### config.mk
export PLATFORM = sky130hd
export DESIGN_NAME = ssq_cell
export DESIGN_NICKNAME = d
export VERILOG_FILES = /design/src/sv/ssq_pkg.sv /design/src/sv/ssq_cell.sv
export SDC_FILE = /design/constraint.sdc
export NUM_CORES = 1
export LEC_CHECK = 0
export BUFFER_PORTS_ARGS = -buffer_cell sky130_fd_sc_hd__buf_4
export CORE_MARGIN = 8
export CORE_UTILIZATION = 40
export CTS_CLUSTER_SIZE = 20
export DETAILED_ROUTE_END_ITERATION = 6
export PLACE_DENSITY = 0.84
export SLEW_MARGIN = 20
export SYNTH_ARGS = -nofsm -noshare
export SYNTH_HDL_FRONTEND = slang
export SYNTH_SLANG_ARGS = --single-unit
### constraint.sdc
create_clock -name clk -period 2.5 [get_ports clk]
set_clock_uncertainty 0.05 [all_clocks]
set_input_delay 0 -clock clk [delete_from_list [all_inputs] [get_ports clk]]
set_output_delay 0 -clock clk [all_outputs]
set_load 0.005 [all_outputs]
### src/sv/ssq_pkg.sv
// shared types and codes of the sorted priority queue
package ssq_pkg;

  localparam logic [1:0] OP_INSERT = 2'd0;
  localparam logic [1:0] OP_POP    = 2'd1;
  localparam logic [1:0] OP_READ   = 2'd2;

  localparam logic [2:0] STAT_OK      = 3'd0;
  localparam logic [2:0] STAT_EMPTY   = 3'd1;
  localparam logic [2:0] STAT_FULL    = 3'd2;
  localparam logic [2:0] STAT_BADPRIO = 3'd3;
  localparam logic [2:0] STAT_RANGE   = 3'd4;

  localparam logic [1:0] PRIO_NONE = 2'd0;

  localparam int FIELD_TAG_W = 16;
  localparam int INDEX_W     = 7;
  localparam int OCC_W       = 8;

  typedef enum logic [0:0] {
    S_IDLE,
    S_READ
  } state_t;

  // command broadcast from the controller to every cell
  typedef struct packed {
    logic       ins;
    logic       pop;
    logic       rd_load;
    logic       rd_shift;
    logic [1:0] prio;
  } cell_cmd_t;

endpackage

### src/sv/ssq_cell.sv
// one storage cell of the sorted chain, with its stage of the read shift line
module ssq_cell #(
  parameter int INDEX    = 0,
  parameter int CNT_W    = 8,
  parameter int TAG_BITS = 16
) (
  input  logic                  clk,
  input  ssq_pkg::cell_cmd_t    cmd,
  input  logic [CNT_W-1:0]      count,
  input  logic [TAG_BITS-1:0]   new_tag,
  input  logic [1:0]            left_prio,
  input  logic [TAG_BITS-1:0]   left_tag,
  input  logic [1:0]            right_prio,
  input  logic [TAG_BITS-1:0]   right_tag,
  input  logic [1:0]            right_rd_prio,
  input  logic [TAG_BITS-1:0]   right_rd_tag,
  output logic [1:0]            prio,
  output logic [TAG_BITS-1:0]   tag,
  output logic [1:0]            rd_prio,
  output logic [TAG_BITS-1:0]   rd_tag
);

  logic [1:0]          prio_r, prio_nxt;
  logic [TAG_BITS-1:0] tag_r, tag_nxt;
  logic [1:0]          rd_prio_r, rd_prio_nxt;
  logic [TAG_BITS-1:0] rd_tag_r, rd_tag_nxt;
  logic                occupied;
  logic                left_le;

  always_comb begin
    occupied = CNT_W'(INDEX) < count;
    // head cell has nothing ahead of it, so a new entry always fits there
    left_le  = (INDEX == 0) || (left_prio <= cmd.prio);

    prio_nxt = prio_r;
    tag_nxt  = tag_r;
    if (cmd.ins) begin
      if (occupied && (prio_r <= cmd.prio)) begin
        prio_nxt = prio_r;
        tag_nxt  = tag_r;
      end else if (left_le) begin
        prio_nxt = cmd.prio;
        tag_nxt  = new_tag;
      end else begin
        prio_nxt = left_prio;
        tag_nxt  = left_tag;
      end
    end else if (cmd.pop) begin
      prio_nxt = right_prio;
      tag_nxt  = right_tag;
    end

    rd_prio_nxt = rd_prio_r;
    rd_tag_nxt  = rd_tag_r;
    if (cmd.rd_load) begin
      rd_prio_nxt = prio_r;
      rd_tag_nxt  = tag_r;
    end else if (cmd.rd_shift) begin
      rd_prio_nxt = right_rd_prio;
      rd_tag_nxt  = right_rd_tag;
    end
  end

  always_ff @(posedge clk) begin
    prio_r    <= prio_nxt;
    tag_r     <= tag_nxt;
    rd_prio_r <= rd_prio_nxt;
    rd_tag_r  <= rd_tag_nxt;
  end

  assign prio    = prio_r;
  assign tag     = tag_r;
  assign rd_prio = rd_prio_r;
  assign rd_tag  = rd_tag_r;

endmodule

# After elaboration in Yosys (flattened, before gate mapping)
# Index checks and enable logic that the tools add are counted.
# Widths: inputs -> output; s select.
[totals]
register_bits = 36
in_bits = 85
out_inout_bits = 36
[classes]
magnitude_cmp = 2
n_eq_ne = 1
mux = 10
reduce_logical = 4
[op_table]
columns = ["operator", "count"]
rows = [
  ["$mux 16", 5],
  ["$mux 2", 5],
  ["$lt 1x8->1 const A", 1],
  ["$reduce_bool 2->1", 2],
  ["$le 2x2->1", 1],
  ["$ne 2x2->1 const B", 1],
  ["$reduce_and 2->1", 1],
  ["$logic_and 1x1->1", 1],
]

# Longest topological paths before layout
[logic_depth]
ltp_word = 4
mapped_depth = 5
depth_no_buf = 5

# Worst setup path before layout
# No wires, ideal clock.
[synth_path]
path_type = "register -> register"
startpoint = "register prio_r[1], in the netlist prio[1]"
endpoint = "register prio_r[0], in the netlist prio[0], enable pin"
setup_ns = 0.402
t_arrival_ns = 1.789
t_required_ns = 2.048
setup_slack_ns = 0.258
path_stages_with_launch = 5
path_buffers = 0
path_cell_list = "edfxtp_1 -> ha_1 -> nand2_1 -> nand2_1 -> o221ai_1"
[synth_via]
elab_chain_cells = 4
[synth_rtl]
columns = ["item", "line_no", "source"]
rows = [
  ["from (decl)", "ssq_cell.sv:23", "logic [1:0] prio_r, prio_nxt;"],
  ["from (signal assigned)", "ssq_cell.sv:65", "prio_r <= prio_nxt;"],
  ["$le 2x2->1", "ssq_cell.sv:38", "if (occupied && (prio_r <= cmd.prio)) begin"],
  ["$logic_and 1x1->1", "ssq_cell.sv:38", ""],
  ["$ne 2x2->1 (no line)", "n/a", ""],
  ["$reduce_and 2->1 (no line)", "n/a", ""],
]
# No other way between the ends.
# A chain may end at the register's enable or synchronous reset.

# Worst setup path in the final report
[layout_path]
startpoint = "register prio_r[1], in the netlist prio[1]"
endpoint = "register tag_r[4], in the netlist tag[4], enable pin"
[layout_via]
elab_chain_cells = 4
[layout_rtl]
columns = ["item", "line_no", "source"]
rows = [
  ["$le 2x2->1", "ssq_cell.sv:38", ""],
  ["$logic_and 1x1->1", "ssq_cell.sv:38", ""],
  ["$ne 2x2->1 (no line)", "n/a", ""],
  ["$reduce_and 2->1 (no line)", "n/a", ""],
  ["to (signal assigned)", "ssq_cell.sv:66", "tag_r <= tag_nxt;"],
  ["to (decl)", "ssq_cell.sv:24", "logic [TAG_BITS-1:0] tag_r, tag_nxt;"],
]
# No other way between the ends.

==> results.py <==
metrics = {
    "setup_path": {
        "critical_path_buf_inv_count": 1,
        "path_cells": "ha_1 > nand2_1 > nand2_1 > o221ai_2 > buf_4",
        "cp-start-kind": "flop",
        "rr_endpoint": "tag[4]",
        "crit_start": "prio[1]",
        "worstSetupEndpoint": "tag[4]",
        "reg2reg_depth": 5,
        "reg2reg_from": "prio[1]",
        "slowest_stage": "edfxtp_1",
        "crit_type": "flop to flop",
        "end_kind": "flop",
        "reg2reg_setup_slack_ns": 0.82,
        "cpPeakStageDelay_ns": 0.44,
        "crit_top_cell": "nand2_1",
        "critPathRequiredTime_ns": 2.42,
        "worstPathArrival_ns": 1.60,
        "crit_family": "flip-flops",
        "worstPathMaxFanout": 18,
        "cp_num_cells": 5,
    },
    "timing": {
        "hold_viol": 0,
        "final_max_slew_viol_count": 0,
        "finalCriticalPeriod_ns": 1.675,
        "worst_slack_ns": 0.8249,
        "holdWs_ns": 0.2009,
        "rsz0062_at_grt": "no",
        "worst_slew_margin_rel_pct": 51.23,
        "setup_viol": 0,
        "max_freq_mhz": 597.0,
        "worstMarginPinSlew_ns": 0.7315,
        "finalCritPeriodShare_pct": 67.01,
        "finalSetupTns_ns": 0,
    },
    "synth": {
        "ys_ff_latch": 36,
        "synthArstFlopShare_pct": 0,
        "synth_ff_type": "edfxtp_1",
        "synth_top_area_share_pct": 65.36,
        "ys_seq_area_share_pct": 65.36,
        "synth_cells": 91,
        "syn-cell-area_um2": 1654,
        "synth_cell_types": 15,
        "synthTopCellsByCount": "edfxtp_1, mux2_2, mux2_4",
        "syn_nets": 178,
        "ys_top_cells_by_area": "edfxtp_1, mux2_2, mux2_4, ha_1, buf_12",
        "ys_warn_count": 0,
        "synth_edf_count": 36,
        "avgSynthCellArea_um2": 18.18,
        "synth_largest_area_cell": "edfxtp_1",
        "yosysMostFrequentCell": "edfxtp_1",
    },
    "clock_tree": {
        "cts_hold_buffers": 54,
        "path_clk_slew_ns": 0.07,
        "clk-insertion-delay-late_ns": 0.28,
        "root_buffer": "clkbuf_8",
        "htreeDepth": 2,
        "postCtsSetupRepairBufs": 0,
        "tritoncts": "done",
        "ctsResizeCount": 0,
        "cts_buffers": 5,
        "clkSinkCount": 36,
        "max-clock-path-buffers": 2,
    },
    "finish": {
        "drive_gt1_share_pct": 57.54,
        "fin_util_pct": 76.76,
        "num-nets-final": 338,
        "diodes": 0,
        "area.growth.synth_to_final_pct": 85.63,
        "postLayoutCellArea_um2": 3070,
        "multi_input_area_um2": 518.0,
        "fillers": 252,
        "regArea_um2": 1081,
        "layoutNonFillerInstCount": 302,
    },
    "floorplan": {
        "die-area_um2": 6449,
        "rows": 23,
        "start_util_pct": 41.35,
        "die_h_um": 80.31,
        "io_pins": 121,
        "coreArea_um2": 4000,
        "die_width_um": 80.31,
    },
    "placement": {
        "hpwl_mm": 3.581,
        "gp_congestion": 0.7297,
        "placed_cells": 240,
        "dpl_cell_area_um2": 2450,
        "pre_cts_ws_ns": 0.8330,
        "portBuffers": 102,
    },
    "run_status": {
        "run_status": "completed",
    },
    "power": {
        "irDropWorstVdd_mv": 0.3407,
        "leakagePower_nw": 1.347,
        "power_per_cell_area_nw_per_um2": 501.0,
        "power.total_mw": 1.538,
    },
    "global_route": {
        "grt_remaining_overflow": 0,
        "grt_util_all_layers_pct": 16.87,
        "grt_max_degree": 22,
        "grt_pass1_wl_mm": 8.038,
        "grt_pass1_vias": 1614,
        "antenna_found_initial": 0,
    },
    "route": {
        "first_pass_iters": 4,
        "wirelength_mm": 5.462,
        "drtIter0Drc": 75,
        "drtAntennaViolNets": 0,
        "routedWlPerCell_um": 18.09,
        "vias": 1404,
        "via_per_inst": 4.649,
        "drc": 0,
    },
    "job": {
        "max-cap-violations": 0,
    },
    "min_path": {
        "hp-class": "primary input to flop",
        "holdPathStages": 2,
        "hp-start": "cmd[3]",
    },
}
==> worst register-to-register path: stages (launching register included) <==
cell and delay (ns):
edfxtp_1 0.44, ha_1 0.32, nand2_1 0.06, nand2_1 0.06, o221ai_2 0.15, buf_4 0.29
==> kinds of logic after synthesis <==
group                    after synthesis  synth area share (%)
flip-flops                            36                 65.36
adder cells (fa/ha/maj)                2                 1.513
AND/OR/NAND/NOR                        7                 2.043
buffers and inverters                  8                 3.706
multiplexers                          36                 26.55
AO/OA/AOI/OAI                          2                0.8319
==> cell usage in the layout (no fill, tap or decap) <==
master         instances
buf_4                103
clkbuf_8               5
nand4_1                1
nand2_1                2
edfxtp_1              36
inv_1                  4
nor2_1                 2
dlygate4sd3_1         54
ha_1                   2
clkinv_1               1
o221ai_2               1
clkbuf_1               2
or2_1                  1
a21oi_1                1
nor4_1                 1
mux2_4                 9
mux2_2                27
==> routing by layer <==
metal | track usage (%) | vias up | share of wire [%]
li1 | - | 668 | -
met3 | 4.911 | 16 | 5.0
met4 | 10.36 | 0 | 4.0
met2 | 31.61 | 55 | 58
met1 | 15.55 | 665 | 33
met5 | 0 | - | 0
==> power by group <==
group / switching [mW] / internal, mW
sequential: 0.0274 / 0.745
combinational: 0.123 / 0.259
clock: 0.191 / 0.194
total: 0.341 / 1.20
==> sequential cells by signal (all words and copies together), names as in the netlist <==
signal,cells
prio,2
rd_prio,2
rd_tag,16
tag,16
==> worst min path at each step <==
stage | end | slack, ns
after floorplan | rd_prio[0] | 0.17
after global placement | rd_tag[7] | 0.25
after detailed placement | rd_tag[8] | 0.25
after CTS | rd_tag[8] | 0.20
after global routing | rd_tag[8] | 0.20
final | rd_tag[9] | 0.20
==> area by class of cell <==
cell class,count,area share [%]
timing repair buffer,157,42.79
sequential,36,35.21
tap,50,2.037
clock inverter,1,0.1222
inverter,4,0.4890
multi-input combinational,47,16.87
clock buffer,7,2.486
No activity file was read; power rests on OpenSTA's default activity.
