<file path="config.mk">
export PLATFORM = sky130hd
export DESIGN_NAME = ssq_ctrl
export DESIGN_NICKNAME = d
export VERILOG_FILES = /design/src/sv/ssq_pkg.sv /design/src/sv/ssq_ctrl.sv
export SDC_FILE = /design/constraint.sdc
export NUM_CORES = 1
export LEC_CHECK = 0
export BUFFER_PORTS_ARGS = -buffer_cell sky130_fd_sc_hd__buf_2
export CORE_MARGIN = 1.5
export CORE_UTILIZATION = 49
export DETAILED_ROUTE_END_ITERATION = 6
export PLACE_DENSITY = 0.79
export SYNTH_ARGS = -nofsm -noshare
export SYNTH_HDL_FRONTEND = slang
export SYNTH_SLANG_ARGS = --single-unit
</file>
<file path="constraint.sdc">
create_clock -name clk -period 3.6 [get_ports clk]
set_clock_uncertainty 0.1 [all_clocks]
set_input_delay 0.36 -clock clk [delete_from_list [all_inputs] [get_ports clk]]
set_output_delay 0.36 -clock clk [all_outputs]
set_load 0.01 [all_outputs]
</file>
<file path="src/sv/ssq_pkg.sv">
// shared types and codes of the sorted priority queue
package ssq_pkg;

  localparam logic [1:0] OP_INSERT = 2'd0;
  localparam logic [1:0] OP_POP    = 2'd1;
  localparam logic [1:0] OP_READ   = 2'd2;

  localparam logic [2:0] STAT_OK      = 3'd0;
  localparam logic [2:0] STAT_EMPTY   = 3'd1;
  localparam logic [2:0] STAT_FULL    = 3'd2;
  localparam logic [2:0] STAT_BADPRIO = 3'd3;
  localparam logic [2:0] STAT_RANGE   = 3'd4;

  localparam logic [1:0] PRIO_NONE = 2'd0;

  localparam int FIELD_TAG_W = 16;
  localparam int INDEX_W     = 7;
  localparam int OCC_W       = 8;

  typedef enum logic [0:0] {
    S_IDLE,
    S_READ
  } state_t;

  // command broadcast from the controller to every cell
  typedef struct packed {
    logic       ins;
    logic       pop;
    logic       rd_load;
    logic       rd_shift;
    logic [1:0] prio;
  } cell_cmd_t;

endpackage

</file>
<file path="src/sv/ssq_ctrl.sv">
// handshake, entry count, read sequencing and result register of the queue
module ssq_ctrl #(
  parameter int DEPTH    = 128,
  parameter int TAG_BITS = 16,
  parameter int CNT_W    = 8
) (
  input  logic                               clk,
  input  logic                               rst_n,
  input  logic                               in_valid,
  output logic                               in_ready,
  input  logic [1:0]                         in_operation,
  input  logic [ssq_pkg::FIELD_TAG_W-1:0]    in_tag,
  input  logic [1:0]                         in_priority_req,
  input  logic [ssq_pkg::INDEX_W-1:0]        in_index,
  output logic                               out_valid,
  input  logic                               out_ready,
  output logic [2:0]                         out_status,
  output logic [ssq_pkg::FIELD_TAG_W-1:0]    out_tag,
  output logic [1:0]                         out_priority,
  output logic [ssq_pkg::OCC_W-1:0]          out_occupancy,
  output ssq_pkg::cell_cmd_t                 cmd,
  output logic [CNT_W-1:0]                   count,
  output logic [TAG_BITS-1:0]                new_tag,
  input  logic [1:0]                         head_prio,
  input  logic [TAG_BITS-1:0]                head_tag,
  input  logic [1:0]                         rd_head_prio,
  input  logic [TAG_BITS-1:0]                rd_head_tag
);

  localparam int TW = (TAG_BITS < ssq_pkg::FIELD_TAG_W) ? TAG_BITS : ssq_pkg::FIELD_TAG_W;
  localparam int CW = (CNT_W > ssq_pkg::INDEX_W) ? CNT_W : ssq_pkg::INDEX_W;

  ssq_pkg::state_t                  state_r, state_nxt;
  logic [CNT_W-1:0]                 count_r, count_nxt;
  logic [ssq_pkg::INDEX_W-1:0]      rd_cnt_r, rd_cnt_nxt;
  logic                             out_valid_r, out_valid_nxt;
  logic [2:0]                       status_r, status_nxt;
  logic [ssq_pkg::FIELD_TAG_W-1:0]  otag_r, otag_nxt;
  logic [1:0]                       oprio_r, oprio_nxt;
  logic [ssq_pkg::OCC_W-1:0]        occ_r, occ_nxt;
  logic                             slot_free;
  logic                             in_fire;

  assign slot_free = !out_valid_r || out_ready;
  assign in_ready  = (state_r == ssq_pkg::S_IDLE) && slot_free;
  assign in_fire   = in_valid && in_ready;
  assign new_tag   = TAG_BITS'(in_tag[TW-1:0]);
  assign count     = count_r;

  always_comb begin
    state_nxt     = state_r;
    count_nxt     = count_r;
    rd_cnt_nxt    = rd_cnt_r;
    out_valid_nxt = out_valid_r && !out_ready;
    status_nxt    = status_r;
    otag_nxt      = otag_r;
    oprio_nxt     = oprio_r;
    occ_nxt       = occ_r;
    cmd           = '0;
    cmd.prio      = in_priority_req;

    unique case (state_r)
      ssq_pkg::S_IDLE: begin
        if (in_fire) begin
          out_valid_nxt = 1'b1;
          status_nxt    = ssq_pkg::STAT_OK;
          otag_nxt      = '0;
          oprio_nxt     = ssq_pkg::PRIO_NONE;
          case (in_operation)
            ssq_pkg::OP_INSERT: begin
              if (in_priority_req == ssq_pkg::PRIO_NONE) begin
                status_nxt = ssq_pkg::STAT_BADPRIO;
              end else if (count_r == CNT_W'(DEPTH)) begin
                status_nxt = ssq_pkg::STAT_FULL;
              end else begin
                cmd.ins   = 1'b1;
                count_nxt = count_r + CNT_W'(1);
              end
            end
            ssq_pkg::OP_POP: begin
              if (count_r == '0) begin
                status_nxt = ssq_pkg::STAT_EMPTY;
              end else begin
                cmd.pop   = 1'b1;
                otag_nxt  = ssq_pkg::FIELD_TAG_W'(head_tag[TW-1:0]);
                oprio_nxt = head_prio;
                count_nxt = count_r - CNT_W'(1);
              end
            end
            ssq_pkg::OP_READ: begin
              if (count_r == '0) begin
                status_nxt = ssq_pkg::STAT_EMPTY;
              end else if (CW'(in_index) >= CW'(count_r)) begin
                status_nxt = ssq_pkg::STAT_RANGE;
              end else begin
                // snapshot the chain into the read line, walk it towards the head
                cmd.rd_load   = 1'b1;
                rd_cnt_nxt    = in_index;
                out_valid_nxt = 1'b0;
                state_nxt     = ssq_pkg::S_READ;
              end
            end
            default: begin
              status_nxt = ssq_pkg::STAT_OK;
            end
          endcase
          occ_nxt = ssq_pkg::OCC_W'(count_nxt);
        end
      end
      ssq_pkg::S_READ: begin
        if (rd_cnt_r != '0) begin
          cmd.rd_shift = 1'b1;
          rd_cnt_nxt   = rd_cnt_r - ssq_pkg::INDEX_W'(1);
        end else if (slot_free) begin
          out_valid_nxt = 1'b1;
          status_nxt    = ssq_pkg::STAT_OK;
          otag_nxt      = ssq_pkg::FIELD_TAG_W'(rd_head_tag[TW-1:0]);
          oprio_nxt     = rd_head_prio;
          occ_nxt       = ssq_pkg::OCC_W'(count_r);
          state_nxt     = ssq_pkg::S_IDLE;
        end
      end
      default: begin
        state_nxt = ssq_pkg::S_IDLE;
      end
    endcase
  end

  always_ff @(posedge clk) begin
    if (!rst_n) begin
      state_r     <= ssq_pkg::S_IDLE;
      count_r     <= '0;
      rd_cnt_r    <= '0;
      out_valid_r <= 1'b0;
    end else begin
      state_r     <= state_nxt;
      count_r     <= count_nxt;
      rd_cnt_r    <= rd_cnt_nxt;
      out_valid_r <= out_valid_nxt;
    end
  end

  always_ff @(posedge clk) begin
    status_r <= status_nxt;
    otag_r   <= otag_nxt;
    oprio_r  <= oprio_nxt;
    occ_r    <= occ_nxt;
  end

  assign out_valid     = out_valid_r;
  assign out_status    = status_r;
  assign out_tag       = otag_r;
  assign out_priority  = oprio_r;
  assign out_occupancy = occ_r;

endmodule

</file>
# --- Word level (Yosys, flattened, before mapping) ---
# Index checks and enable logic that the tools add are counted.
totals:
  regBits: 46
  inputBits: 67
  out_inout_bits: 61
  elab_cells: 95
classes:
  add_sub_neg: 3
  magnitude_cmp: 1
  eq_ne: 10
  mux: 59
  n_bitwise: 1
  reduce_logical: 13
ops:
  columns: ["cell", "count"]
  rows:
  - ["$mux W16", 5]
  - ["$mux W8", 6]
  - ["$mux W7", 5]
  - ["$pmux W16 S2", 1]
  - ["$pmux W8 S2", 2]
  - ["$mux W3", 8]
  - ["$mux W1", 20]
  - ["$pmux W7 S2", 1]
  - ["$mux W2", 6]
  - ["$pmux W3 S3", 1]
  - ["$add A8 B1 Y8 const B", 1]
  - ["$eq A8 B8 Y1 const B", 1]
  - ["$ge A7 B8 Y1", 1]
  - ["$logic_not A8 Y1", 1]
  - ["$ne A2 B2 Y1 const B", 4]
  - ["$sub A8 B1 Y8 const B", 1]
  - ["$reduce_bool A7 Y1", 1]
  - ["$sub A7 B1 Y7 const B", 1]
  - ["$ne A2 B1 Y1 const B", 3]
  - ["$pmux W3 S2", 1]
  - ["$reduce_and A5 Y1", 1]
  - ["$logic_not A2 Y1", 2]
  - ["$pmux W1 S2", 2]
  - ["$pmux W2 S2", 1]
  - ["8 further kinds", 11]

# --- Depth between registers and ports, before layout ---
logic_depth:
  depth_word: 6
  ltp_mapped: 9
  mapped_depth_nobuf: 8

# --- Least setup slack after synthesis ---
# Ideal clock, no wire load.
synth_timing:
  kind: "register to register"
  startpoint: "register state_r"
  endpoint: "register occ_r (netlist bit out_occupancy[0]) (enable)"
  arrival_time_ps: 2595
  t_required_ps: 3075
  setup_slack_ps: 481
  stages_incl_launch_ff: 6
  n_path_buf: 3
  synth_period_minus_slack_ps: 3119
  path_cell_list: "dfxtp_1 -> buf_2 -> buf_1 -> clkbuf_1 -> nand2_1 -> a21oi_1"
synth_between:
  elab_chain_len: 5
  elab_cells_between_ends: 7
  cone_classes: "eq/ne (3); bitwise (1); reduce/logical (3)"
synth_lines:
  columns: ["item", "line", "text"]
  rows:
  - ["from (decl)", "ssq_ctrl.sv:33", "ssq_pkg::state_t state_r, state_nxt;"]
  - ["from (signal assigned)", "ssq_ctrl.sv:131", "state_r <= ssq_pkg::S_IDLE;"]
  - ["from (signal assigned)", "ssq_ctrl.sv:136", "state_r <= state_nxt;"]
  - ["$not A1 Y1 (no source line)", null, null]
  - ["$logic_and A1 B1 Y1", "ssq_ctrl.sv:45", "assign in_ready = (state_r == ssq_pkg::S_IDLE) && slot_free;"]
  - ["$logic_and A1 B1 Y1", "ssq_ctrl.sv:46", "assign in_fire = in_valid && in_ready;"]
  - ["$ne A2 B2 Y1 (no source line)", null, null]
  - ["$reduce_and A3 Y1 (no source line) (*)", null, null]
  - ["to (signal assigned)", "ssq_ctrl.sv:147", "occ_r <= occ_nxt;"]
  - ["to (decl)", "ssq_ctrl.sv:40", "logic [ssq_pkg::OCC_W-1:0] occ_r, occ_nxt;"]
# Mark *: on every way between the ends. The rest lies on a longest branch, timed or not.
# A chain may end at the register's enable or synchronous reset.

==> out/qor.yml <==
regToRegEndpoint: "out_occupancy[2]"
clk_path_buf_depth: 2
clkTransAtPathRegs_ns: 0.09
yosys.area.top_type: "edfxtp_1"
core_area_sq_um: 6030
min_period_ns: 2.76
syn_avg_cell_area_sq_um: 8.75
post_cts_resized: 0
r2r_slack_ns: 1.13
critical_path_buf_inv_count: 3
met3_length_um: 688
drive_above_1_share_pct: 29.7
grt_max_degree: 38
slew_headroom_pct: 36.2
h-tree-depth: 2
drt_pass1_iterations: 6
setup.worst_path.class: "reg -> out"
dieArea_sq_um: 6830
grt_usage_pct: 23.9
layout_worst_path_cycle_share_pct: 76.7
rsz0062_at_grt: "no"
nFillCells: 565
synth.most_common_cell: "nand2_1"
cts_hold_buf: 0
fmax_mhz: 362
status: "completed"
area_growth_pct: 13.4
netlist_top_cells_area: "edfxtp_1 28%, dfxtp_1 11%, nand2_1 7.2%"
start_kind: "flop"
die_y_um: 82.6
grt_pass1_vias: 2610
syn_area_sq_um: 3110
synth-seq-area-share_pct: 39.0
cts_tree: "yes"
maxCapViolCount: 0
routed-wl-met2_um: 3590
ys_warn_count: 0
grt_antenna_before_repair: 0
grt_pass1_wl_um: 12400
critPathMaxFanout: 11
whs_path_depth: 3
cts_setup_buffers: 0
synth_flop_cell: "edfxtp_1"
clock_latency_ns: 0.30
slowest_delay_ns: 0.55
port_buffers: 95
min_from: "rd_head_tag[8]"
vias: 2879
cp_cell_sequence: "inv_1, ha_1, nor4b_4, a2111oi_4, nand3_4, inv_4, buf_2"
hp-class: "in -> reg"
whs_endpoint: "out_tag[8]"
critPathTopFamily: "flip-flops"
required_ns: 3.14
slew_violations: 0
start_util_pct: 51.6
ys_types: 65
drt_iter0_drc: 178
n_antenna_cell: 0
critPathSlowestCell: "dfxtp_1"
netlist_top_cells_count: "60 x nand2_1, 33 x o21ai_0, 29 x edfxtp_1, 24 x nor2_1, 22 x buf_4"
peakVddDrop_uv: 219
vias_per_cell: 5.80
drc: 0
yosysTopAreaCellShare_pct: 28.0
yosys_register_bits: 46
multi_input_area_sq_um: 1570
synth_cells: 355
finalPower_mw: 1.23
hold_viol: 0
wl_um: 7800
cts.sinks: 46
p_leak_nw: 1.45
syn-num-nets: 433
regArea_sq_um: 1210
tightest_slew_ns: 0.955
numCtsBuffers: 5
wl_per_cell_um: 15.7
ys_async_sr_fraction_pct: 0
globalplace.congestion: 0.932
clockRootBuffer: "clkbuf_8"
setup_tns_ns: 0
synth_edf_count: 29
endpoint_kind: "primary output"
std_cell_rows: 28
power_density_nw_per_um2: 350
cp_data_arrival_time_ns: 2.30
grt.overflow.total: 0
drt-met1-wl_um: 3390
worst_r2r_startpoint: "count[0]"
ant_nets: 0
finalSetupViolations: 0
dp_hpwl_um: 5780
ff2ff_path_depth: 8
finalNetCount: 498
routed.top_layer: "met4"
fp.dieW_um: 82.6
ios: 128
worst max-delay path by stage:
stage / slack (ns) / endpoint / startpoint / depth (start not counted)
4_1_cts: 0.84 / cmd[3] / count[0] / 7
3_5_place_dp: 1.16 / out_occupancy[2] / count[0] / 8
5_1_grt: 0.68 / cmd[3] / count[5] / 7
3_3_place_gp: 1.27 / cmd[3] / count[5] / 7
6_report: 0.84 / cmd[3] / count[0] / 7
2_1_floorplan: 0.48 / out_occupancy[0] / state_r / 5
routing by layer:
| metal | up-vias | global-route usage (%) |
|---|---|---|
| met5 | - | 0 |
| met4 | 0 | 9.83 |
| met3 | 14 | 4.62 |
| met2 | 171 | 38.9 |
| met1 | 1291 | 31.1 |
| li1 | 1403 | - |
layout make-up:
| cell class | count | area share (%) |
|---|---|---|
| multi-input cells | 251 | 44.6 |
| flip-flops and latches | 46 | 34.4 |
| repair buffers | 97 | 13.9 |
| well taps | 75 | 2.66 |
| inverters | 19 | 2.09 |
| clock buffers | 6 | 2.06 |
| clock inverters | 2 | 0.284 |
tightest hold or removal path: stages:
cell     delay, ns
buf_2         0.08
nand2_1       0.04
o21ai_0       0.05
layout by cell type, fill, tap and decap left out, drive strengths merged, types with 5 or more instances in the layout:
cell type,n
buf,97
nand2,60
o21ai,38
edfxtp,29
nor2,26
inv,19
a21oi,18
dfxtp,17
nor3,13
ha,11
nand3,7
clkbuf,6
and3,5
a31oi,5
registers in the layout (all words and copies together), names as in the netlist:
signal	cells
out_tag	16
count	8
out_occupancy	8
rd_cnt_r	7
out_status	3
out_priority	2
out_valid	1
state_r	1
per-stage QoR:
stage	instances	setup slack (ns)	util, %	area [sq um]	hold slack, ns
2_1_floorplan	355	0.481	-	3110	0.339
3_3_place_gp	488	1.27	57.1	3440	0.350
3_5_place_dp	488	1.16	57.1	3440	0.364
4_1_cts	496	0.842	58.5	3530	0.232
5_1_grt	496	0.675	58.5	3530	0.238
6_report	496	0.838	58.5	3530	0.236
kinds of logic after synthesis:
| group | Yosys count | synth area share (%) |
|---|---|---|
| fa+ha+maj | 11 | 4.43 |
| flops | 46 | 39.0 |
| xor+xnor | 2 | 0.564 |
| mux | 2 | 0.684 |
| simple gates | 132 | 21.7 |
| compound gates | 104 | 22.9 |
| buf+inv | 58 | 10.8 |
report_power, final:
part	internal [mW]	total [mW]	leakage, nW	switching [mW]
clock network	0.135	0.312	0.0450	0.177
registers	0.605	0.630	0.432	0.0258
logic	0.119	0.292	0.969	0.173
Power figures use the tool's default switching activity.
